## config.mk

```make
export PLATFORM = sky130hd
export DESIGN_NAME = triangle_uv_tangent
export DESIGN_NICKNAME = d
export VERILOG_FILES = /design/src/rtl/tuv_pkg.sv /design/src/rtl/tuv_div.sv /design/src/rtl/triangle_uv_tangent.sv
export SDC_FILE = /design/constraint.sdc
export NUM_CORES = 2
export LEC_CHECK = 0
export BUFFER_PORTS_ARGS = -buffer_cell sky130_fd_sc_hd__buf_2
export CAP_MARGIN = 30
export CORE_MARGIN = 5
export CORE_UTILIZATION = 55
export CTS_CLUSTER_SIZE = 24
export DETAILED_ROUTE_END_ITERATION = 12
export GPL_ROUTABILITY_DRIVEN = 0
export GPL_TIMING_DRIVEN = 0
export PLACE_DENSITY = 0.75
export SYNTH_ARGS = -nofsm -noshare
export SYNTH_HDL_FRONTEND = slang
export SYNTH_SLANG_ARGS = --single-unit
```

## constraint.sdc

```tcl
create_clock -name i_clk -period 10.3 [get_ports i_clk]
set_input_delay 1.545 -clock i_clk [delete_from_list [all_inputs] [get_ports i_clk]]
set_output_delay 1.545 -clock i_clk [all_outputs]
set_load 0.01 [all_outputs]
```

## src/rtl/tuv_pkg.sv

```systemverilog
package tuv_pkg;

    localparam int POS_W  = 32;
    localparam int UV_W   = 24;
    localparam int PD_W   = POS_W + 1;
    localparam int UVD_W  = UV_W + 1;
    localparam int PROD_W = PD_W + UVD_W;
    localparam int NUM_W  = PROD_W + 1;
    localparam int DET_W  = 2 * UVD_W + 1;
    localparam int FRAC   = 16;
    localparam int OUT_W  = 32;
    localparam int THR_W  = 16;
    localparam int MAG_W  = NUM_W - FRAC + 1;

    localparam logic [THR_W-1:0] THR_RESET = 16'd43;

    // apply sign to a magnitude, saturate to the signed output range
    function automatic logic [OUT_W-1:0] sat_pack(input logic neg, input logic [MAG_W-1:0] mag);
        logic [OUT_W-1:0] res;
        if (neg) begin
            if (mag >= MAG_W'(64'h8000_0000)) begin
                res = 32'h8000_0000;
            end else begin
                res = -mag[OUT_W-1:0];
            end
        end else begin
            if (mag > MAG_W'(64'h7FFF_FFFF)) begin
                res = 32'h7FFF_FFFF;
            end else begin
                res = mag[OUT_W-1:0];
            end
        end
        return res;
    endfunction

endpackage

```

## src/rtl/tuv_div.sv

```systemverilog
module tuv_div
    import tuv_pkg::*;
(
    input  logic                    i_clk,
    input  logic                    i_rst_n,
    input  logic                    i_start,
    input  logic signed [NUM_W-1:0] i_num,
    input  logic [DET_W-1:0]        i_den_mag,
    input  logic                    i_den_neg,
    output logic                    o_done,
    output logic [OUT_W-1:0]        o_result
);

    typedef enum logic [1:0] {
        D_IDLE,
        D_RUN,
        D_ROUND
    } t_dstate;

    t_dstate            r_state;
    logic [4:0]         r_cnt;
    logic [DET_W-1:0]   r_den;
    logic [DET_W-1:0]   r_rem;
    logic [OUT_W-1:0]   r_shift;
    logic [OUT_W-1:0]   r_q;
    logic               r_neg;
    logic               r_done;
    logic [OUT_W-1:0]   r_result;

    logic [NUM_W-1:0]   w_n;
    logic               w_ovf;
    logic [DET_W:0]     w_remsh;
    logic [DET_W:0]     w_sub;
    logic               w_ge;
    logic               w_round;
    logic [OUT_W:0]     w_mag;

    assign w_n     = i_num[NUM_W-1] ? NUM_W'(-i_num) : NUM_W'(i_num);
    assign w_ovf   = {(DET_W + FRAC - NUM_W)'(0), w_n} >= {i_den_mag, FRAC'(0)};
    assign w_remsh = {r_rem, r_shift[OUT_W-1]};
    assign w_sub   = w_remsh - {1'b0, r_den};
    assign w_ge    = w_remsh >= {1'b0, r_den};
    assign w_round = {r_rem, 1'b0} >= {1'b0, r_den};
    assign w_mag   = {1'b0, r_q} + (OUT_W + 1)'(w_round);

    always_ff @(posedge i_clk) begin
        if (!i_rst_n) begin
            r_state <= D_IDLE;
            r_done  <= 1'b0;
        end else begin
            r_done <= 1'b0;
            case (r_state)
                D_IDLE: begin
                    if (i_start) begin
                        r_den <= i_den_mag;
                        r_neg <= i_num[NUM_W-1] ^ i_den_neg;
                        if (w_ovf) begin
                            r_result <= sat_pack(i_num[NUM_W-1] ^ i_den_neg,
                                                 MAG_W'(64'h1_0000_0000));
                            r_done   <= 1'b1;
                        end else begin
                            r_rem   <= DET_W'(w_n[NUM_W-1:FRAC]);
                            r_shift <= {w_n[FRAC-1:0], FRAC'(0)};
                            r_q     <= '0;
                            r_cnt   <= '0;
                            r_state <= D_RUN;
                        end
                    end
                end
                D_RUN: begin
                    r_rem   <= w_ge ? w_sub[DET_W-1:0] : w_remsh[DET_W-1:0];
                    r_q     <= {r_q[OUT_W-2:0], w_ge};
                    r_shift <= {r_shift[OUT_W-2:0], 1'b0};
                    r_cnt   <= r_cnt + 5'd1;
                    if (r_cnt == 5'd31) begin
                        r_state <= D_ROUND;
                    end
                end
                D_ROUND: begin
                    r_result <= sat_pack(r_neg, MAG_W'(w_mag));
                    r_done   <= 1'b1;
                    r_state  <= D_IDLE;
                end
                default: begin
                    r_state <= D_IDLE;
                end
            endcase
        end
    end

    assign o_done   = r_done;
    assign o_result = r_result;

endmodule

```

## src/rtl/triangle_uv_tangent.sv

```systemverilog
// Per-triangle tangent from vertex positions and texture coordinates.
// Input stream: one vertex per item, tuser carries mesh_start. Vertices
// arrive as a triangle list; the first two of each triangle are held and
// give no result. The third vertex starts the computation and yields one
// result item (tangent xyz plus degenerate flag). For the third vertex:
// 8 products on one shared 25x33 multiplier, each through S_MUL and S_ACC,
// a decision step, then per axis either direct rounding (degenerate) or
// the radix-2 restoring divider (32 quotient bits, start, rounding and
// hand-back; an overflowing quotient saturates at start), then the load
// of the output register. s_axis_tready is low meanwhile, so no vertex
// is taken until the triangle's result is loaded.
// The result sits in an output register; while the receiver stalls it holds
// and new vertices are still taken, but the next triangle waits before its
// result load until the register is free.
// Reset clears the vertex slot, the output valid and sets
// degenerate_threshold to 43. The threshold is written over the APB port at
// address 0; the user must write it only while the block is idle (not enforced).
module triangle_uv_tangent
    import tuv_pkg::*;
(
    input  logic           i_clk,
    input  logic           i_rst_n,
    input  logic           s_axis_tvalid,
    output logic           s_axis_tready,
    // position_x, position_y, position_z, tex_u, tex_v
    input  logic [143:0]   s_axis_tdata,
    // mesh_start
    input  logic [0:0]     s_axis_tuser,
    output logic           m_axis_tvalid,
    input  logic           m_axis_tready,
    // tangent_x, tangent_y, tangent_z
    output logic [95:0]    m_axis_tdata,
    // degenerate
    output logic [0:0]     m_axis_tuser,
    input  logic           psel,
    input  logic           penable,
    input  logic           pwrite,
    input  logic [2:0]     paddr,
    input  logic [31:0]    pwdata,
    output logic [31:0]    prdata,
    output logic           pready
);

    typedef enum logic [2:0] {
        S_IDLE,
        S_MUL,
        S_ACC,
        S_DECIDE,
        S_AXIS,
        S_WAIT_DIV,
        S_FINISH
    } t_state;

    t_state                   r_state;
    logic [1:0]               r_slot;
    logic [THR_W-1:0]         r_thr;
    logic [2:0]               r_step;
    logic [1:0]               r_axis;
    logic signed [POS_W-1:0]  r_hp [6];
    logic signed [UV_W-1:0]   r_huv [4];
    logic signed [UVD_W-1:0]  r_s1, r_t1, r_s2, r_t2;
    logic signed [PD_W-1:0]   r_e1 [3];
    logic signed [PD_W-1:0]   r_e2 [3];
    logic signed [PROD_W-1:0] r_prod;
    logic signed [NUM_W-1:0]  r_acc;
    logic signed [DET_W-1:0]  r_det;
    logic signed [NUM_W-1:0]  r_num [3];
    logic                     r_degen;
    logic [DET_W-1:0]         r_den_mag;
    logic                     r_den_neg;
    logic [OUT_W-1:0]         r_res [3];
    logic                     r_out_valid;
    logic [95:0]              r_out_data;
    logic                     r_out_degen;

    logic                     w_in_acc;
    logic [1:0]               w_slot;
    logic signed [POS_W-1:0]  w_p [3];
    logic signed [UV_W-1:0]   w_u, w_v;
    logic signed [UVD_W-1:0]  w_mul_a;
    logic signed [PD_W-1:0]   w_mul_b;
    logic signed [PROD_W-1:0] w_prod;
    logic signed [NUM_W-1:0]  w_prod_ext;
    logic signed [NUM_W-1:0]  w_acc_diff;
    logic [DET_W-1:0]         w_det_mag;
    logic signed [NUM_W-1:0]  w_num_sel;
    logic [NUM_W-1:0]         w_num_mag;
    logic [NUM_W-1:0]         w_num_rnd;
    logic [OUT_W-1:0]         w_direct;
    logic                     w_div_start;
    logic                     w_div_done;
    logic [OUT_W-1:0]         w_div_res;
    logic                     w_out_free;
    logic                     w_cfg_wr;

    assign w_p[0] = s_axis_tdata[31:0];
    assign w_p[1] = s_axis_tdata[63:32];
    assign w_p[2] = s_axis_tdata[95:64];
    assign w_u    = s_axis_tdata[119:96];
    assign w_v    = s_axis_tdata[143:120];

    assign s_axis_tready = (r_state == S_IDLE);
    assign w_in_acc      = s_axis_tvalid && s_axis_tready;
    assign w_slot        = (s_axis_tuser[0] || r_slot == 2'd3) ? 2'd0 : r_slot;

    assign w_cfg_wr = psel && penable && pwrite && pready && !paddr[2];
    assign pready   = 1'b1;
    assign prdata   = paddr[2] ? 32'd0 : {16'd0, r_thr};

    always_comb begin
        case (r_step)
            3'd0: begin
                w_mul_a = r_s1;
                w_mul_b = PD_W'(r_t2);
            end
            3'd1: begin
                w_mul_a = r_s2;
                w_mul_b = PD_W'(r_t1);
            end
            3'd2: begin
                w_mul_a = r_t2;
                w_mul_b = r_e1[0];
            end
            3'd3: begin
                w_mul_a = r_t1;
                w_mul_b = r_e2[0];
            end
            3'd4: begin
                w_mul_a = r_t2;
                w_mul_b = r_e1[1];
            end
            3'd5: begin
                w_mul_a = r_t1;
                w_mul_b = r_e2[1];
            end
            3'd6: begin
                w_mul_a = r_t2;
                w_mul_b = r_e1[2];
            end
            default: begin
                w_mul_a = r_t1;
                w_mul_b = r_e2[2];
            end
        endcase
    end

    assign w_prod     = w_mul_a * w_mul_b;
    assign w_prod_ext = NUM_W'(r_prod);
    assign w_acc_diff = r_acc - w_prod_ext;
    assign w_det_mag  = r_det[DET_W-1] ? DET_W'(-r_det) : DET_W'(r_det);

    always_comb begin
        case (r_axis)
            2'd0:    w_num_sel = r_num[0];
            2'd1:    w_num_sel = r_num[1];
            default: w_num_sel = r_num[2];
        endcase
    end

    assign w_num_mag   = w_num_sel[NUM_W-1] ? NUM_W'(-w_num_sel) : NUM_W'(w_num_sel);
    assign w_num_rnd   = w_num_mag + NUM_W'(32'h8000);
    assign w_direct    = sat_pack(w_num_sel[NUM_W-1], MAG_W'(w_num_rnd[NUM_W-1:FRAC]));
    assign w_div_start = (r_state == S_AXIS) && !r_degen;
    assign w_out_free  = !r_out_valid || m_axis_tready;

    tuv_div u_div (
        .i_clk     (i_clk),
        .i_rst_n   (i_rst_n),
        .i_start   (w_div_start),
        .i_num     (w_num_sel),
        .i_den_mag (r_den_mag),
        .i_den_neg (r_den_neg),
        .o_done    (w_div_done),
        .o_result  (w_div_res)
    );

    always_ff @(posedge i_clk) begin
        if (!i_rst_n) begin
            r_state     <= S_IDLE;
            r_slot      <= 2'd0;
            r_thr       <= THR_RESET;
            r_out_valid <= 1'b0;
        end else begin
            if (w_cfg_wr) begin
                r_thr <= pwdata[THR_W-1:0];
            end
            if (r_out_valid && m_axis_tready && r_state != S_FINISH) begin
                r_out_valid <= 1'b0;
            end
            case (r_state)
                S_IDLE: begin
                    if (w_in_acc) begin
                        case (w_slot)
                            2'd0: begin
                                r_hp[0]  <= w_p[0];
                                r_hp[1]  <= w_p[1];
                                r_hp[2]  <= w_p[2];
                                r_huv[0] <= w_u;
                                r_huv[1] <= w_v;
                                r_slot   <= 2'd1;
                            end
                            2'd1: begin
                                r_hp[3]  <= w_p[0];
                                r_hp[4]  <= w_p[1];
                                r_hp[5]  <= w_p[2];
                                r_huv[2] <= w_u;
                                r_huv[3] <= w_v;
                                r_slot   <= 2'd2;
                            end
                            default: begin
                                r_s1    <= UVD_W'(r_huv[2]) - UVD_W'(r_huv[0]);
                                r_t1    <= UVD_W'(r_huv[3]) - UVD_W'(r_huv[1]);
                                r_s2    <= UVD_W'(w_u) - UVD_W'(r_huv[0]);
                                r_t2    <= UVD_W'(w_v) - UVD_W'(r_huv[1]);
                                r_e1[0] <= PD_W'(r_hp[3]) - PD_W'(r_hp[0]);
                                r_e1[1] <= PD_W'(r_hp[4]) - PD_W'(r_hp[1]);
                                r_e1[2] <= PD_W'(r_hp[5]) - PD_W'(r_hp[2]);
                                r_e2[0] <= PD_W'(w_p[0]) - PD_W'(r_hp[0]);
                                r_e2[1] <= PD_W'(w_p[1]) - PD_W'(r_hp[1]);
                                r_e2[2] <= PD_W'(w_p[2]) - PD_W'(r_hp[2]);
                                r_slot  <= 2'd0;
                                r_step  <= 3'd0;
                                r_state <= S_MUL;
                            end
                        endcase
                    end
                end
                S_MUL: begin
                    r_prod  <= w_prod;
                    r_state <= S_ACC;
                end
                S_ACC: begin
                    if (!r_step[0]) begin
                        r_acc <= w_prod_ext;
                    end else begin
                        case (r_step)
                            3'd1:    r_det    <= w_acc_diff[DET_W-1:0];
                            3'd3:    r_num[0] <= w_acc_diff;
                            3'd5:    r_num[1] <= w_acc_diff;
                            default: r_num[2] <= w_acc_diff;
                        endcase
                    end
                    if (r_step == 3'd7) begin
                        r_state <= S_DECIDE;
                    end else begin
                        r_step  <= r_step + 3'd1;
                        r_state <= S_MUL;
                    end
                end
                S_DECIDE: begin
                    r_den_mag <= w_det_mag;
                    r_den_neg <= r_det[DET_W-1];
                    r_degen   <= (w_det_mag < DET_W'(r_thr)) || (w_det_mag == '0);
                    r_axis    <= 2'd0;
                    r_state   <= S_AXIS;
                end
                S_AXIS: begin
                    if (r_degen) begin
                        case (r_axis)
                            2'd0:    r_res[0] <= w_direct;
                            2'd1:    r_res[1] <= w_direct;
                            default: r_res[2] <= w_direct;
                        endcase
                        if (r_axis == 2'd2) begin
                            r_state <= S_FINISH;
                        end else begin
                            r_axis <= r_axis + 2'd1;
                        end
                    end else begin
                        r_state <= S_WAIT_DIV;
                    end
                end
                S_WAIT_DIV: begin
                    if (w_div_done) begin
                        case (r_axis)
                            2'd0:    r_res[0] <= w_div_res;
                            2'd1:    r_res[1] <= w_div_res;
                            default: r_res[2] <= w_div_res;
                        endcase
                        if (r_axis == 2'd2) begin
                            r_state <= S_FINISH;
                        end else begin
                            r_axis  <= r_axis + 2'd1;
                            r_state <= S_AXIS;
                        end
                    end
                end
                S_FINISH: begin
                    if (w_out_free) begin
                        r_out_data  <= {r_res[2], r_res[1], r_res[0]};
                        r_out_degen <= r_degen;
                        r_out_valid <= 1'b1;
                        r_state     <= S_IDLE;
                    end
                end
                default: begin
                    r_state <= S_IDLE;
                end
            endcase
        end
    end

    assign m_axis_tvalid   = r_out_valid;
    assign m_axis_tdata    = r_out_data;
    assign m_axis_tuser[0] = r_out_degen;

    a_third_vertex_starts: assert property (@(posedge i_clk) disable iff (!i_rst_n)
        (w_in_acc && w_slot == 2'd2) |=> (r_state == S_MUL && r_slot == 2'd0))
        else $error("third vertex did not start the computation");

    a_slot_range: assert property (@(posedge i_clk) disable iff (!i_rst_n)
        r_slot != 2'd3)
        else $error("vertex slot out of range");

    a_div_done_expected: assert property (@(posedge i_clk) disable iff (!i_rst_n)
        w_div_done |-> (r_state == S_WAIT_DIV && !r_degen))
        else $error("divider result arrived unexpectedly");

    a_no_overwrite: assert property (@(posedge i_clk) disable iff (!i_rst_n)
        (r_state == S_FINISH && r_out_valid && !m_axis_tready) |=>
            (r_state == S_FINISH && r_out_valid))
        else $error("pending result overwritten");

endmodule

```

Word level (Yosys, flattened, before mapping). Memories as Yosys holds them, arrays and structs flattened. A register that Yosys moved wholly into a read port is not among the register bits. Cells that the tools add are included.

Add/subtract/negate cells: 21. Multipliers: 1. Order comparisons: 8. Eq/ne operators: 32. Muxes and demuxes: 145. Bitwise logic cells: 6. Reductions and logical operators: 50.

Operators with widths (count): two-way mux 32 bit (21); one-hot mux 33 bit (7 select lines) (1); two-way mux 51 bit (4); subtractor 32 x 32 -> 33 bit (6); one-hot mux 32 bit (2 select lines) (3); two-way mux 59 bit (3); OR reduction 32 bit (5); one-hot mux 59 bit (2 select lines) (1); OR reduction 59 bit (2); greater-or-equal comparator 52 x 51 -> 1 bit (2); one-hot mux 51 bit (2 select lines) (1); subtractor 24 x 24 -> 25 bit (4); one-hot mux 25 bit (3 select lines) (1); two-way mux 1 bit (71); greater-or-equal comparator 59 x 67 -> 1 bit (1); negation 32 bit (2); adder 59 x 16 -> 59 bit, second input constant (1); negation 59 bit (1); subtractor 58 x 58 -> 59 bit (1); multiplier 25 x 33 -> 58 bit (1); logical NOT 51 bit (1); < comparator 51 x 16 -> 1 bit (1); negation 51 bit (1); subtractor 51 bit (1); 46 further kinds (127).

Flip-flop bits (word level): 555. Memory bits (writable): 759. Memories kept: 6.

Memory list: r_hp (depth 6, bits a word 32, read ports 6, clocked after Yosys merged registers in 0, write ports 3, line triangle_uv_tangent.sv:59) `logic signed [POS_W-1:0] r_hp [6];`; r_num (depth 3, bits a word 59, read ports 3, clocked after Yosys merged registers in 0, write ports 1, line triangle_uv_tangent.sv:67) `logic signed [NUM_W-1:0] r_num [3];`; r_e1 (depth 3, bits a word 33, read ports 3, clocked after Yosys merged registers in 0, write ports 3, line triangle_uv_tangent.sv:62) `logic signed [PD_W-1:0] r_e1 [3];`; r_e2 (depth 3, bits a word 33, read ports 3, clocked after Yosys merged registers in 0, write ports 3, line triangle_uv_tangent.sv:63) `logic signed [PD_W-1:0] r_e2 [3];`; r_huv (depth 4, bits a word 24, read ports 4, clocked after Yosys merged registers in 0, write ports 2, line triangle_uv_tangent.sv:60) `logic signed [UV_W-1:0] r_huv [4];`; r_res (depth 3, bits a word 32, read ports 3, clocked after Yosys merged registers in 3, write ports 1, line triangle_uv_tangent.sv:71) `logic [OUT_W-1:0] r_res [3];`.

Logic depth before layout (Yosys ltp).
Depth in word-level cells: 11. Depth in mapped cells: 43.

Cells and area by module. Synthesis repeated with hierarchy kept, for this count alone.

Cells, all modules: 10085. Area, all modules: 105665.1 um2.

Modules (own cells, without submodules): triangle_uv_tangent (instances 1, cells each 8379, area each 90461.8 um2); tuv_div (instances 1, cells each 1706, area each 15203.3 um2).

Worst setup path after synthesis. Ideal clock, no wire load.

Path type: reg-to-reg. From: register r_axis[1]. To: register u_div.r_cnt[0] (enable). Library setup time: 0.601 ns. Data arrival time: 10.330 ns. Required time: 9.699 ns. Setup slack: -0.631 ns. Stages on the path, launching flop included: 30. Buffers on the path: 5. Period minus slack after synthesis: 10.931 ns. Cell sequence: edfxtp_1 -> inv_1 -> ha_1 -> buf_6 -> nor2_2 -> buf_4 -> buf_2 -> a21oi_1 -> and4_1 -> and3_1 -> clkbuf_1 -> a41oi_1 -> xor2_1 -> buf_2 -> ha_1 -> nor2b_1 -> o21a_1 -> o21a_1 -> o21a_1 -> o21a_1 -> o21a_1 -> o21a_1 -> o21a_1 -> o21a_1 -> o21ai_0 -> a21oi_1 -> o31ai_1 -> a41oi_1 -> or3_1 -> a21oi_1.

Word-level cells in the longest chain between the ends: 7.

Ends and longest elaborated chain: start: declaration (line triangle_uv_tangent.sv:58) `logic [1:0] r_axis;`; start signal: assignment (line triangle_uv_tangent.sv:267) `r_axis <= r_axis + 2'd1;`; start signal: assignment (line triangle_uv_tangent.sv:283) `r_axis <= r_axis + 2'd1;`; == test 2 x 1 -> 1 bit / logical NOT 2 bit (equally long branches) (line triangle_uv_tangent.sv:153) `case (r_axis)`; one-hot mux 59 bit (2 select lines) * (line triangle_uv_tangent.sv:153); negation 59 bit (line tuv_div.sv:38) `assign w_n = i_num[NUM_W-1] ? NUM_W'(-i_num) : NUM_W'(i_num);`; two-way mux 59 bit * (line tuv_div.sv:38); greater-or-equal comparator 59 x 67 -> 1 bit * (line tuv_div.sv:39) `assign w_ovf = {(DET_W + FRAC - NUM_W)'(0), w_n} >= {i_den_mag, FRAC'(0)};`; inequality test 2 bit (no source line) *; AND reduction 4 bit (no source line) *; end signal: assignment (line tuv_div.sv:74) `r_cnt <= r_cnt + 5'd1;`; end: declaration (line tuv_div.sv:21) `logic [4:0] r_cnt;`.

Mark *: on every way between the ends. The rest lies on a longest branch, timed or not. A chain may end at the register's enable or synchronous reset.

Worst setup path in the final report.
From: register r_step[2]. To: register r_prod[50], data pin.

Word-level cells in the longest chain between the ends: 4.

Ends and longest elaborated chain: start: declaration (line triangle_uv_tangent.sv:57) `logic [2:0] r_step;`; start signal: assignment (line triangle_uv_tangent.sv:246) `r_step <= r_step + 3'd1;`; == test 3 bit / == test 3 x 2 -> 1 bit (equally long branches) (line triangle_uv_tangent.sv:111) `case (r_step)`; OR reduction 3 bit (no source line); one-hot mux 25 bit (3 select lines) (line triangle_uv_tangent.sv:111); multiplier 25 x 33 -> 58 bit * (line triangle_uv_tangent.sv:147) `assign w_prod = w_mul_a * w_mul_b;`; via w_prod[50] (line triangle_uv_tangent.sv:82) `logic signed [PROD_W-1:0] w_prod;`; end signal: assignment (line triangle_uv_tangent.sv:229) `r_prod <= w_prod;`; end: declaration (line triangle_uv_tangent.sv:64) `logic signed [PROD_W-1:0] r_prod;`.

Mark *: on every way through the listed nets, which the timed path passes. The rest lies on a longest branch.

==> results.sh <==
export IMPL_synth_cell_types=104
export IMPL_placement_io_buffers=282
export IMPL_cts_root_buffer="sky130_fd_sc_hd__clkbuf_16"
export IMPL_hold_viol_final=0
export IMPL_postSynth_asyncResetShare_pct=0
export IMPL_fin_crit_ps=10210
export IMPL_dieWidth_um=442.6
export IMPL_grt_usage_pct=30.72
export IMPL_cell_repeated_most_along_the_worst_path="sky130_fd_sc_hd__fa_1"
export IMPL_cts_tree="done"
export IMPL_critPathLaunch="r_step[2]"
export IMPL_setup_violations_final=0
export IMPL_reg2reg_to="r_prod[50]"
export IMPL_clkSinkCount=1394
export IMPL_number_of_antenna_violations_at_the_first_check_in_global_routing=13
export IMPL_setup_worst_path_end="r_prod[50]"
export IMPL_cts_root_to_sink_buffers=3
export IMPL_design_final_nets=11940
export IMPL_cts_htree_levels=4
export IMPL_worstSkewPairLatency_ps=850
export IMPL_worst_path_largest_cell_delay_ps=560
export IMPL_grt_remaining_overflow=0
export IMPL_critical_path_reg2reg_startpoint="r_step[2]"
export IMPL_stdcell_count=12870
export IMPL_placeableCoreArea_um2=185800
export IMPL_worst_r2r_cell_count=36
export IMPL_power_mw=41.94
export IMPL_arrival_ps=10750
export IMPL_yosysWarnings=0
export IMPL_grt_max_degree=60
export IMPL_min_period_over_period_pct=99.12
export IMPL_crit_cells=36
export IMPL_die_height_um=442.6
export IMPL_postPlaceCellArea_um2=108900
export IMPL_pin_count=319
export IMPL_post_drt_via_cell_ratio=6.055
export IMPL_route_antenna_remaining_nets=0
export IMPL_kind_of_cell_with_the_highest_combined_delay_on_the_critical_path="adder cells"
export IMPL_route_detailed_wl_per_inst_um=23.65
export IMPL_hold_slack_ps=383.5
export IMPL_start_util_pct=55.39
export IMPL_postSynthRegisterBits=1394
export IMPL_tritoncts_num_buffers=150
export IMPL_p_per_area_nw_per_um2=362.5
export IMPL_end_kind="register"
export IMPL_rows=158
export IMPL_vias=77910
export IMPL_power_static_leakage_nw=49.16
export IMPL_drive_gt1_share_pct=10.54
export IMPL_drt_initial_drc_count=8796
export IMPL_skew_ps=67.34
export IMPL_post_synth_instance_area_um2=102900
export IMPL_synth_enable_flop_cells=1369
export IMPL_syn_inst=9669
export IMPL_fmax_mhz=97.95
export IMPL_die_area_um2=195900
export IMPL_drv_max_cap_violation_count=0
export IMPL_critical_path_slowest_cell="sky130_fd_sc_hd__a222oi_1"
export IMPL_crit_path_start_kind="register"
export IMPL_placed_cells=12540
export IMPL_timing_reg2reg_setup_slack_ps=90
export IMPL_synth_main_ff_cell="sky130_fd_sc_hd__edfxtp_1"
export IMPL_timing_worst_slew_pin_value_ps=1113
export IMPL_area_growth_synth_to_final_pct=12.43
export IMPL_routed_wirelength_um=304300
export IMPL_place_hpwl_um=239300
export IMPL_timing_critical_path_buf_inv=10
export IMPL_grt_pass1_vias=79850
export IMPL_synth_top_cell_area_share_pct=39.94
export IMPL_finish_instance_area_um2=115700
export IMPL_drt_drc_violations_left=0
export IMPL_grt_pass1_wl_um=463000
export IMPL_synth_area_leader_cell="sky130_fd_sc_hd__edfxtp_1"
export IMPL_post_synth_most_frequent_cells="sky130_fd_sc_hd__edfxtp_1 (1369), sky130_fd_sc_hd__inv_1 (1367), sky130_fd_sc_hd__nand2_1 (897)"
export IMPL_part_of_the_yosys_area_used_for_sequential_elements_pct=40.43
export IMPL_worstPathRequired_ps=10840
export IMPL_post_synth_cell_area_avg_um2=10.64
export IMPL_yosys_cell_count_top_type="sky130_fd_sc_hd__edfxtp_1"
export IMPL_ir_drop_v=0.0008738
export IMPL_hp_class="register to register"
export IMPL_worst_setup_path_type="register to register"
export IMPL_hold_buffers=0
export IMPL_max_slew_margin_rel_pct=25.54
export IMPL_critPathMaxFanout=10
export IMPL_drv_slew=0
export IMPL_post_synth_main_area_contributors="sky130_fd_sc_hd__edfxtp_1 (40%), sky130_fd_sc_hd__fa_1 (17%), sky130_fd_sc_hd__ha_1 (7.7%), sky130_fd_sc_hd__inv_1 (5.0%), sky130_fd_sc_hd__xnor2_1 (3.3%)"
export IMPL_firstDrtPassIters=10
export IMPL_status="finished, final reports clean"
export IMPL_cts_clk_slew_worst_paths_ps=60
cell families after synthesis:
group	share of synthesized area, %
AO/OA/AOI/OAI	11.17
XOR/XNOR	4.637
adder cells (fa/ha/maj)	24.31
buffers and inverters	6.340
flip-flops	40.43
multiplexers	0.8996
other	0.007297
AND/OR/NAND/NOR	12.22
through the flow:
step	util (%)	setup TNS, ps	setup WS [ps]
after floorplan	-	0	386.6
final	62.27	0	90.56
after CTS	61.77	0	4.500
after global routing	62.26	-309.5	-97.89
after detailed placement	58.58	-123680	-4137
after global placement	57.85	-808150	-3836
worst min path at each step:
stage                       startpoint                to  slack (ps)  depth (start not counted)
after floorplan            r_res[0][0]   m_axis_tdata[0]         400                          0
after global routing      r_res[0][51]  m_axis_tdata[51]         410                          0
final                     r_res[0][51]  m_axis_tdata[51]         380                          0
after CTS                 r_res[0][51]  m_axis_tdata[51]         380                          0
after detailed placement  r_res[0][29]  m_axis_tdata[29]         400                          0
after global placement    r_res[0][10]  m_axis_tdata[10]         400                          0
power by group:
part           leakage, nW  switching [mW]  internal [mW]
clock network         2.41            2.39           3.12
registers             12.5          0.0887           8.20
logic                 34.3            16.0           12.1
total                 49.2            18.5           23.4
routing by layer:
| metal | part of all wire [%] | GRT usage (%) | up-vias | routed length (µm) |
|---|---|---|---|---|
| met5 | 0.038 | 0.2686 | - | 115 |
| met4 | 9.4 | 22.98 | 12 | 28760 |
| met3 | 11 | 8.857 | 1433 | 33130 |
| met2 | 45 | 48.97 | 4838 | 137700 |
| met1 | 34 | 35.26 | 37220 | 104600 |
| li1 | - | - | 34420 | - |
final cells by class:
class                   instances  area [µm²]
well taps                    2480        3103
flip-flops and latches       1394       41610
clock inverters                94        1216
repair buffers                440        3199
inverters                    1373        5170
multi-input cells            6590       55680
plain buffers                 313        1856
clock buffers                 176        3861
fillers                     14150       70110
diodes                          8       20.02
repair_timing:
item | in CTS | in global routing
gates resized for setup | 276 | 281
buffers inserted | 20 | 40
pin swaps | 15 | 40
endpoints found under the setup margin | 48 | 16
cells in the final DEF, fill, tap and decap left out, types with 38 or more instances in the layout:
cell type,Yosys,layout
sky130_fd_sc_hd__nor2b_1,99,98
sky130_fd_sc_hd__buf_2,16,316
sky130_fd_sc_hd__nand2_1,897,896
sky130_fd_sc_hd__o21ai_0,376,348
sky130_fd_sc_hd__ha_1,633,625
sky130_fd_sc_hd__nor2_1,828,818
sky130_fd_sc_hd__clkbuf_1,259,123
sky130_fd_sc_hd__and2_1,76,73
sky130_fd_sc_hd__nand3_1,176,175
sky130_fd_sc_hd__edfxtp_1,1369,1369
sky130_fd_sc_hd__nand4_1,65,65
sky130_fd_sc_hd__nor3_1,188,180
sky130_fd_sc_hd__nand2b_1,89,88
sky130_fd_sc_hd__a21boi_0,66,66
sky130_fd_sc_hd__xnor2_1,389,389
sky130_fd_sc_hd__a31oi_1,60,60
sky130_fd_sc_hd__a21o_1,184,184
sky130_fd_sc_hd__xor2_1,154,154
sky130_fd_sc_hd__a222oi_1,38,38
sky130_fd_sc_hd__buf_6,6,44
sky130_fd_sc_hd__clkbuf_2,0,67
sky130_fd_sc_hd__a221oi_1,45,40
sky130_fd_sc_hd__or3_1,61,60
sky130_fd_sc_hd__inv_1,1367,1360
sky130_fd_sc_hd__buf_4,21,121
sky130_fd_sc_hd__a21oi_1,384,369
sky130_fd_sc_hd__clkbuf_16,0,150
sky130_fd_sc_hd__a22o_1,62,62
sky130_fd_sc_hd__and3_1,96,94
sky130_fd_sc_hd__nor4_1,51,49
sky130_fd_sc_hd__mux2i_1,61,61
sky130_fd_sc_hd__o21a_1,87,65
sky130_fd_sc_hd__fa_1,854,851
worst register-to-register path: cells and delay by family, from the launching register on:
family,cells,cell delay [ps]
DFF,1,370
AOI/OAI and AO/OA,14,3580
and+or+nand+nor,2,180
xor gates and xnor gates,1,140
adders and majority gates,9,3970
buffers and inverters,10,1700
sequential cells by signal, indices dropped and copies added (netlist names), 25 cells and up:
signal / count
r_hp: 192
r_num: 177
r_e1: 99
r_e2: 99
m_axis_tdata: 96
r_huv: 96
r_res: 96
r_acc: 58
r_prod: 58
r_den_mag: 51
r_det: 51
u_div.r_den: 51
u_div.r_rem: 51
u_div.o_result: 32
u_div.r_q: 32
r_s1: 25
r_s2: 25
r_t1: 25
r_t2: 25
(Power assumes the default switching activity.)
